[src/rpn_pkg.sv]
// ----------------------------------------------------------------------------
// rpn_pkg
// shared command and error codes and the sequencer state type
// ----------------------------------------------------------------------------
package rpn_pkg;

    typedef enum logic [2:0] {
        CMD_PUSH   = 3'd0,
        CMD_TOP    = 3'd1,
        CMD_ADD    = 3'd2,
        CMD_SUB    = 3'd3,
        CMD_MUL    = 3'd4,
        CMD_DIV    = 3'd5,
        CMD_REM    = 3'd6,
        CMD_RESULT = 3'd7
    } cmd_t;

    typedef enum logic [2:0] {
        ERR_NONE = 3'd0,
        ERR_FEW  = 3'd1,
        ERR_OVF  = 3'd2,
        ERR_DIV0 = 3'd3,
        ERR_BIG  = 3'd4,
        ERR_FULL = 3'd5
    } err_t;

    typedef enum logic [2:0] {
        ST_IDLE,
        ST_READ_B,
        ST_READ_A,
        ST_EXEC,
        ST_DIVIDE,
        ST_WRITE
    } state_t;

    localparam int unsigned DATA_W = 32;

endpackage

[src/rpn_divider.sv]
// ----------------------------------------------------------------------------
// rpn_divider
// signed 32-bit restoring divider, one quotient bit per cycle, c truncation
// ----------------------------------------------------------------------------
module rpn_divider (
    input  logic                        clk,
    input  logic                        rst_n,
    input  logic                        start,
    input  logic [rpn_pkg::DATA_W-1:0]  dividend,
    input  logic [rpn_pkg::DATA_W-1:0]  divisor,
    output logic                        done,
    output logic [rpn_pkg::DATA_W-1:0]  quotient,
    output logic [rpn_pkg::DATA_W-1:0]  remainder
);
    import rpn_pkg::*;

    localparam int CNT_W = $clog2(DATA_W + 1);

    logic [DATA_W-1:0] quo_reg, quo_next;
    logic [DATA_W:0]   rem_reg, rem_next;
    logic [DATA_W-1:0] dsr_reg, dsr_next;
    logic              qneg_reg, qneg_next;
    logic              rneg_reg, rneg_next;
    logic [CNT_W-1:0]  cnt_reg, cnt_next;
    logic              run_reg, run_next;
    logic              done_reg, done_next;
    logic [DATA_W:0]   trial;
    logic [DATA_W:0]   shifted;

    always_comb
    begin
        quo_next  = quo_reg;
        rem_next  = rem_reg;
        dsr_next  = dsr_reg;
        qneg_next = qneg_reg;
        rneg_next = rneg_reg;
        cnt_next  = cnt_reg;
        run_next  = run_reg;
        done_next = 1'b0;
        shifted   = {rem_reg[DATA_W-1:0], quo_reg[DATA_W-1]};
        trial     = shifted - {1'b0, dsr_reg};
        if (start)
        begin
            // work on magnitudes, fix signs at the end
            quo_next  = dividend[DATA_W-1] ? (~dividend + 1'b1) : dividend;
            dsr_next  = divisor[DATA_W-1] ? (~divisor + 1'b1) : divisor;
            rem_next  = '0;
            qneg_next = dividend[DATA_W-1] ^ divisor[DATA_W-1];
            rneg_next = dividend[DATA_W-1];
            cnt_next  = CNT_W'(DATA_W);
            run_next  = 1'b1;
        end
        else if (run_reg)
        begin
            if (trial[DATA_W])
            begin
                rem_next = shifted;
                quo_next = {quo_reg[DATA_W-2:0], 1'b0};
            end
            else
            begin
                rem_next = trial;
                quo_next = {quo_reg[DATA_W-2:0], 1'b1};
            end
            cnt_next = cnt_reg - 1'b1;
            if (cnt_reg == CNT_W'(1))
            begin
                run_next  = 1'b0;
                done_next = 1'b1;
            end
        end
    end

    always_ff @(posedge clk or negedge rst_n)
    begin
        if (!rst_n)
        begin
            run_reg  <= 1'b0;
            done_reg <= 1'b0;
            cnt_reg  <= '0;
        end
        else
        begin
            run_reg  <= run_next;
            done_reg <= done_next;
            cnt_reg  <= cnt_next;
        end
    end

    always_ff @(posedge clk)
    begin
        quo_reg  <= quo_next;
        rem_reg  <= rem_next;
        dsr_reg  <= dsr_next;
        qneg_reg <= qneg_next;
        rneg_reg <= rneg_next;
    end

    assign done      = done_reg;
    assign quotient  = qneg_reg ? (~quo_reg + 1'b1) : quo_reg;
    assign remainder = rneg_reg ? (~rem_reg[DATA_W-1:0] + 1'b1) : rem_reg[DATA_W-1:0];

    a_done_after_run: assert property (@(posedge clk) disable iff (!rst_n)
        done_reg |-> $past(run_reg))
        else $error("divider done without a run");
    a_no_restart: assert property (@(posedge clk) disable iff (!rst_n)
        run_reg |-> !start)
        else $error("divider restarted while busy");
    a_count_range: assert property (@(posedge clk) disable iff (!rst_n)
        run_reg |-> cnt_reg != '0)
        else $error("divider count underflow");

endmodule

[config.mk]
export PLATFORM = sky130hd
export DESIGN_NAME = rpn_divider
export DESIGN_NICKNAME = d
export VERILOG_FILES = /design/src/rpn_pkg.sv /design/src/rpn_divider.sv
export SDC_FILE = /design/constraint.sdc
export NUM_CORES = 1
export LEC_CHECK = 0
export BUFFER_PORTS_ARGS = -buffer_cell sky130_fd_sc_hd__buf_2
export CORE_ASPECT_RATIO = 1.5
export CORE_MARGIN = 4
export CORE_UTILIZATION = 30
export CTS_BUF_LIST = sky130_fd_sc_hd__clkbuf_8 sky130_fd_sc_hd__clkbuf_16
export DETAILED_ROUTE_END_ITERATION = 6
export SLEW_MARGIN = 20
export SYNTH_ARGS = -nofsm -noshare
export SYNTH_HDL_FRONTEND = slang
export SYNTH_SLANG_ARGS = --single-unit
export TNS_END_PERCENT = 10
[constraint.sdc]
create_clock -name clk -period 7.3 [get_ports clk]
set_input_delay 0.73 -clock clk [delete_from_list [all_inputs] [get_ports clk]]
set_output_delay 0.73 -clock clk [all_outputs]
set_load 0.02 [all_outputs]
### Word level (Yosys, flattened, before mapping)

Index checks and enable logic that the tools add are counted.

| operators by class | value |
|---|---|
| add/sub/neg operators | 6 |
| eq/ne operators | 1 |
| mux-type cells | 16 |
| bitwise logic cells | 5 |
| reductions and logical operators | 1 |

Operators by type and width:

| kind | number |
|---|---|
| 2-to-1 mux 32 bit | 6 |
| adder 32 x 1 -> 32 bit (second input constant) | 4 |
| NOT 32 bit | 4 |
| subtractor 33 x 32 -> 33 bit | 1 |
| 2-to-1 mux 31 bit | 1 |
| 2-to-1 mux 6 bit | 2 |
| 2-to-1 mux 1 bit | 7 |
| equality test 6 x 1 -> 1 bit (second input constant) | 1 |
| subtractor 6 x 1 -> 6 bit (second input constant) | 1 |
| nonzero test 2 bit | 1 |
| bitwise XOR 1 bit | 1 |

| word-level totals | value |
|---|---|
| register bits | 106 |
| input bits | 67 |
| output and inout port bits | 65 |
| word-level logic and storage cells | 38 |

### Logic depth before layout (Yosys ltp)

Gate-level depths: netlist of the first run.

| depth | value |
|---|---|
| depth after elaboration | 4 |
| mapped depth | 14 |
| mapped depth without buffers | 12 |

### Worst setup path before layout of the first run

No wires, ideal clock.

| timing | value |
|---|---|
| path type | register to output |
| start | reg quo_reg[5] |
| end | out quotient[28] in the netlist's numbering |
| arrival | 3191 ps |
| required time | 6570 ps |
| path slack | 3379 ps |
| stages on the path, launching flop included | 10 |
| buffers on the path | 0 |
| path through | edfxtp_1 -> nor4_4 -> nand3b_1 -> or4_4 -> nand2b_1 -> or4_4 -> or4_1 -> or4_4 -> o31ai_4 -> xnor2_1 |

| on the way | value |
|---|---|
| longest elaborated chain between the ends | 3 |

RTL lines:

| element | line | source |
|---|---|---|
| start, declared | rpn_divider.sv:19 | `logic [DATA_W-1:0] quo_reg, quo_next;` |
| start signal, assigned | rpn_divider.sv:92 | `quo_reg <= quo_next;` |
| NOT 32 bit | rpn_divider.sv:100 | `assign quotient = qneg_reg ? (~quo_reg + 1'b1) : quo_reg;` |
| adder 32 x 1 -> 32 bit | rpn_divider.sv:100 |  |
| 2-to-1 mux 32 bit | rpn_divider.sv:100 |  |
| end, declared | rpn_divider.sv:12 | `output logic [rpn_pkg::DATA_W-1:0] quotient,` |

No other way between the ends.

### Worst setup path after layout of the first run

| timing | value |
|---|---|
| start | reg quo_reg[4] |
| end | out quotient[29] in the netlist's numbering |

The elaborated chain is that of the path after synthesis.

==> summary.md, run 1 <==
| Metric | Value |
|---|---|
| Total gr overflow | `0` |
| CTS buffer count | `9` |
| Post-synth EDFFs | `66` |
| CTS Sinks | `106` |
| PD cells | `239.2 mW/mm^2` |
| Worst r2r path cells | `13` |
| Netlist cell types | `64` |
| ANT nets after route | `0` |
| R2R Path End | `rem_reg[18]` |
| Via Count | `7,378` |
| Arrival time at the worst endpoint | `3.84 ns` |
| Pre-antenna DRT Iters | `5` |
| I/O Buffers | `131` |
| TritonCTS clock tree | `built` |
| Post-CTS Resized | `0` |
| Ys flop type | `edfxtp_1` |
| Worst Path Required | `6.57 ns` |
| Setup crit start | `quo_reg[4]` |
| Clock buffer depth | `2` |
| Main combinational cell family by area after synthesis | `compound AO/OA/AOI/OAI gates` |
| Ys async rst share | `0.07547` |
| Final WS setup | `2.734 ns` |
| Synthesized cell area | `0.008398 mm^2` |
| DRT iter0 DRCs | `301` |
| Leakage | `3.943 nW` |
| Crit-path slowest cell | `or4_1` |
| Die Width | `144.6 um` |
| Fillcell total | `2,901` |
| HPWL Detailed | `17.30 mm` |
| VDD IR max | `0.1058 mV` |
| Critical path endpoint | `quotient[29]` |
| Crit-path max FO | `4` |
| Post-synth top area share | `0.2360` |
| WS Path Type | `flop to output port` |
| # DRC | `0` |
| Clock Skew | `0.01244 ns` |
| Largest stage delay, worst path | `0.49 ns` |
| Ant diodes | `0` |
| RSZ-0062 raised after global routing | `false` |
| Row cnt | `74` |
| WHS | `0.1995 ns` |
| CTS clk-pin slew, worst paths | `0.08 ns` |
| Most common cell after layout, fill and taps aside | `buf_2` |
| Starting density of the core | `0.3064` |
| Finished Core Util | `0.3516` |
| Core Footprint | `0.02741 mm^2` |
| Hold buffers post-CTS | `0` |
| Fin area | `0.009635 mm^2` |
| CP Capture Type | `output port` |
| Post-CTS Setup Repair Bufs | `0` |
| Critical Path Source Type | `flop` |
| Final hold violation count | `0` |
| # setup viols final | `0` |
| Adder-cell share of the synthesized area | `0.05900` |
| Worst Max-Slew Pin Slew | `1.026 ns` |
| Dpl ws | `3.083 ns` |
| Die Y | `212.9 um` |
| Routed len/inst | `15.08 um` |
| Fin Setup TNS | `0 ns` |
| Min Tclk post-route | `4.566 ns` |
| Mux cell area share after synthesis | `0.007449` |
| Mapped Cells | `986` |
| Top cells by area, synth | `edfxtp_1 24%, xnor2_1 10%, dfxtp_1 7.6%` |
| Layout net count | `1,191` |
| All-Layer GR Usage | `0.1384` |
| Largest net degree at the start of global routing | `51` |
| Critical Path Most Common Cell | `or4_1` |
| R2R Path Start | `quo_reg[31]` |
| Fraction of layout cells with a size suffix above 1 | `0.1578` |
| Die area | `0.03079 mm^2` |
| H-tree levels | `3` |
| Hold crit path type | `primary input to asynchronous set/reset pin` |
| Most frequent cells in the layout | `130 x buf_2, 100 x xnor2_1, 99 x nor2_1` |
| Simple-Gate Fraction of Synth Area | `0.1818` |
| Worst slew margin | `0.3161` |
| CP Cell Sequence | `nor4_4 > nand2_1 > nor4_1 > nand2_1 > or4_1 > or4_1 > or4_1 > o41ai_1 > xnor2_1 > buf_2` |
| Highest clock rate | `0.2190 GHz` |
| CTS Root Cell | `clkbuf_16` |
| Synth Area in Compound Gates | `0.2186` |
| Yosys reg bits | `106` |
| Syn avg cell area | `8.517 um^2` |
| I/O pin count | `132` |
| First-pass GRT wire length | `34.84 mm` |
| Placed standard-cell area | `0.009338 mm^2` |
| DRT Wirelength | `21.60 mm` |
| R2R setup slack | `3.24 ns` |
| Clock latency on the worst-skew pair | `0.36 ns` |
| Mapped Nets | `1,092` |
| Vias in the first global route | `6,950` |
| Cell taking the most area after synthesis | `edfxtp_1` |
| Vias/cell | `5.152` |
| Post-Synth XOR/XNOR Area | `0.1523` |
| Synth warnings | `0` |
| Dpl cells | `1,416` |
| Fin crit share | `0.6255` |
| PnR Total Power | `2.305 mW` |
| Outcome | `finished, final reports clean` |
| Fin cells | `1,432` |
| Post-synthesis to final-layout area growth | `14.73%` |
| Initial antenna violation count | `0` |
| Slew Viols, Final | `0` |
| Max-Cap Viols | `0` |
| Post-synthesis sequential area ratio | `0.3361` |
| GP Congestion | `0.8785` |
[layer usage]
metal | GRT usage | up-vias | wire (um)
met1 | 0.1690 | 3412 | 9412
met5 | 0 | - | 0
met4 | 0.04474 | 0 | 418
met3 | 0.02039 | 25 | 836
met2 | 0.2478 | 150 | 10930
li1 | - | 3791 | -
[where the power goes]
part	internal (mW)	leakage, nW	switching (mW)
Combinational	0.389	2.78	0.608
Clock	0.243	0.143	0.244
Sequential	0.723	1.02	0.0980
Total	1.35	3.94	0.950
[worst min-delay path by stage]
stage                 end  slack (ns)  depth (start not counted)
3_3_place_gp   cnt_reg[5]        0.50                          2
3_5_place_dp   cnt_reg[5]        0.52                          2
6_report       cnt_reg[0]        0.20                          1
5_1_grt        cnt_reg[0]        0.20                          1
4_1_cts        cnt_reg[0]        0.19                          1
2_1_floorplan  cnt_reg[0]        0.43                          0
[final cells by class]
| class | count | area, um^2 | area share |
|---|---|---|---|
| Clock buffer | 9 | 225.2 | 0.02337 |
| Clock inverter | 7 | 72.57 | 0.007531 |
| Inverter | 50 | 187.7 | 0.01948 |
| Multi-Input combinational cell | 782 | 5204 | 0.5401 |
| Sequential cell | 106 | 2823 | 0.2929 |
| Tap cell | 342 | 427.9 | 0.04441 |
| Timing Repair Buffer | 136 | 695.7 | 0.07220 |
[critical path: cells and delay by family (launching register included)]
family / cells / cell delay [ns]
XOR/XNOR: 1 / 0.15
AND/OR/NAND/NOR: 7 / 2.32
flip-flops: 1 / 0.48
AO/OA/AOI/OAI: 1 / 0.33
buffers and inverters: 1 / 0.18
[cell families after synthesis]
logic type | after synthesis
XOR/XNOR | 146
buffers and inverters | 98
multiplexers | 6
AND/OR/NAND/NOR | 306
adder cells (fa/ha/maj) | 39
AO/OA/AOI/OAI | 285
flip-flops | 106
[cells in the mapped netlist, types with 32 or more instances]
cell,count
ha_1,38
clkbuf_1,40
xnor2_1,100
a21oi_1,85
xor2_1,46
nor2_1,99
dfxtp_1,32
edfxtp_1,66
o31ai_1,35
nand2_1,81
inv_1,50
o21ai_0,68
Power figures use the tool's default switching activity.
==> run 2: changes to the inputs <==
- clock period: 7.3 -> 4.4 ns (I/O delays scaled with it)
==> run 2 against run 1 <==
Die area did not move. Core utilization rose by 0.25 points. Clock power is 68% higher. Sequential share of layout area shrank 0.20 points. Sequential power rose by 66%. Final cell count up 0.21%. First-iteration DRC count down 10%. Sequential cell count did not move. Global-route usage is 0.14 points higher. Hold slack better by 0.13 ns.
==> summary.md, run 2 (synthesized netlist as in run 1, its figures left out) <==
| Metric | Value |
|---|---|
| PnR Total Power | `3.852 mW` |
| Worst hold path startpoint | `divisor[0]` |
| WS Path Type | `flop to output port` |
| CTS buffer count | `9` |
| Fin crit share | `0.9640` |
| Slew Viols, Final | `0` |
| CP Capture Type | `output port` |
| Leakage | `3.975 nW` |
| DRT iter0 DRCs | `270` |
| Die Y | `212.9 um` |
| First-pass GRT wire length | `34.78 mm` |
| Clock Skew | `0.008054 ns` |
| Largest net degree at the start of global routing | `55` |
| Worst Max-Slew Pin Slew | `1.044 ns` |
| Final hold violation count | `0` |
| Die Width | `144.6 um` |
| I/O pin count | `132` |
| Highest clock rate | `0.2358 GHz` |
| Vias in the first global route | `6,928` |
| HPWL Detailed | `17.36 mm` |
| TritonCTS clock tree | `built` |
| I/O Buffers | `131` |
| Initial antenna violation count | `0` |
| Crit-path max FO | `5` |
| Via Count | `7,329` |
| Outcome | `finished, final reports clean` |
| R2R Path End | `rem_reg[3]` |
| Worst r2r path cells | `12` |
| Arrival time at the worst endpoint | `3.80 ns` |
| ANT nets after route | `0` |
| Worst slew margin | `0.3039` |
| Max-Cap Viols | `0` |
| Most common cell after layout, fill and taps aside | `buf_2` |
| CTS Root Cell | `clkbuf_16` |
| Vias/cell | `5.107` |
| Layout net count | `1,194` |
| Ant diodes | `0` |
| RSZ-0062 raised after global routing | `true` |
| Hold crit path type | `primary input to flop` |
| Pre-antenna DRT Iters | `5` |
| Total gr overflow | `0` |
| Post-synthesis to final-layout area growth | `15.54%` |
| Clock latency on the worst-skew pair | `0.36 ns` |
| Fraction of layout cells with a size suffix above 1 | `0.1638` |
| Fin Setup TNS | `0 ns` |
| Min Tclk post-route | `4.242 ns` |
| Setup crit start | `quo_reg[5]` |
| Hold path depth | `1` |
| H-tree levels | `3` |
| Row cnt | `74` |
| Worst Path Required | `3.96 ns` |
| Die area | `0.03079 mm^2` |
| Routed len/inst | `15.10 um` |
| CTS clk-pin slew, worst paths | `0.07 ns` |
| All-Layer GR Usage | `0.1399` |
| DRT Wirelength | `21.67 mm` |
| GP Congestion | `0.8378` |
| PD cells | `397.0 mW/mm^2` |
| CTS Sinks | `106` |
| # DRC | `0` |
| WHS Endpoint | `dsr_reg[0]` |
| # setup viols final | `0` |
| Clock buffer depth | `2` |
| Critical Path Source Type | `flop` |
| R2R setup slack | `0.87 ns` |
| Core Footprint | `0.02741 mm^2` |
| R2R Path Start | `quo_reg[31]` |
| Most frequent cells in the layout | `129 x buf_2, 100 x xnor2_1, 99 x nor2_1` |
| VDD IR max | `0.1629 mV` |
| Starting density of the core | `0.3064` |
-- run 2: routing by layer --
| metal | up-vias | part of all wire | routed length [um] | track usage |
|---|---|---|---|---|
| met5 | - | 0 | 0 | 0 |
| met3 | 14 | 0.042 | 907 | 0.01972 |
| li1 | 3798 | - | - | - |
| met1 | 3362 | 0.43 | 9298 | 0.1688 |
| met2 | 155 | 0.52 | 11200 | 0.2574 |
| met4 | 0 | 0.012 | 261 | 0.03669 |
-- run 2: how the worst max path moves through the flow --
| stage | cells past startpoint | slack, ns | end |
|---|---|---|---|
| final | 10 | 0.16 | quotient[30] |
| after detailed placement | 11 | 0.40 | remainder[26] |
| after floorplan | 9 | 0.77 | quotient[28] |
| after CTS | 11 | 0.007 | remainder[26] |
| after global placement | 10 | 0.47 | quotient[29] |
| after global routing | 10 | -0.04 | quotient[30] |
-- run 2: area by class of cell --
type / count / area, um^2
clock buffer: 9 / 225.2
clock inverter: 7 / 66.31
fill: 2885 / 17700
inverter: 50 / 187.7
multi-input combinational: 782 / 5238
sequential: 106 / 2823
tap: 342 / 427.9
timing repair buffer: 139 / 735.7
-- run 2: metrics by stage --
| step | instances | cell area (um^2) | utilization | hold slack (ns) | setup slack (ns) |
|---|---|---|---|---|---|
| finish | 1435 | 9703 | 0.3540 | 0.3248 | 0.1584 |
| floorplan | 986 | 8398 | - | 0.1444 | 0.7687 |
| CTS | 1435 | 9667 | 0.3527 | 0.3144 | 0.007471 |
| global placement | 1418 | 9365 | 0.3417 | 0.2982 | 0.4720 |
| global route | 1435 | 9703 | 0.3540 | 0.3219 | -0.04416 |
| detailed placement | 1418 | 9365 | 0.3417 | 0.3010 | 0.4036 |
-- run 2: where the power goes --
part | total, mW | leakage (nW) | switching, mW | internal [mW]
sequential | 1.36 | 1.02 | 0.158 | 1.20
clock | 0.818 | 0.144 | 0.378 | 0.440
combinational | 1.68 | 2.82 | 1.01 | 0.662
-- run 2: worst max-delay path: stages (launching register included) --
cell and delay [ns]:
edfxtp_1 0.45, nor4_4 0.34, nand3b_1 0.12, or4_4 0.46
nand2b_1 0.19, or4_4 0.44, or4_1 0.45, or4_4 0.47
o21ai_1 0.19, xnor2_1 0.14, buf_2 0.18
-- run 2: timing repair --
item,CTS,global route
setup endpoints to repair,0,8
hold endpoints to repair,8,0
gates resized for setup,0,7
buffers inserted,0,0
hold buffers,1,0
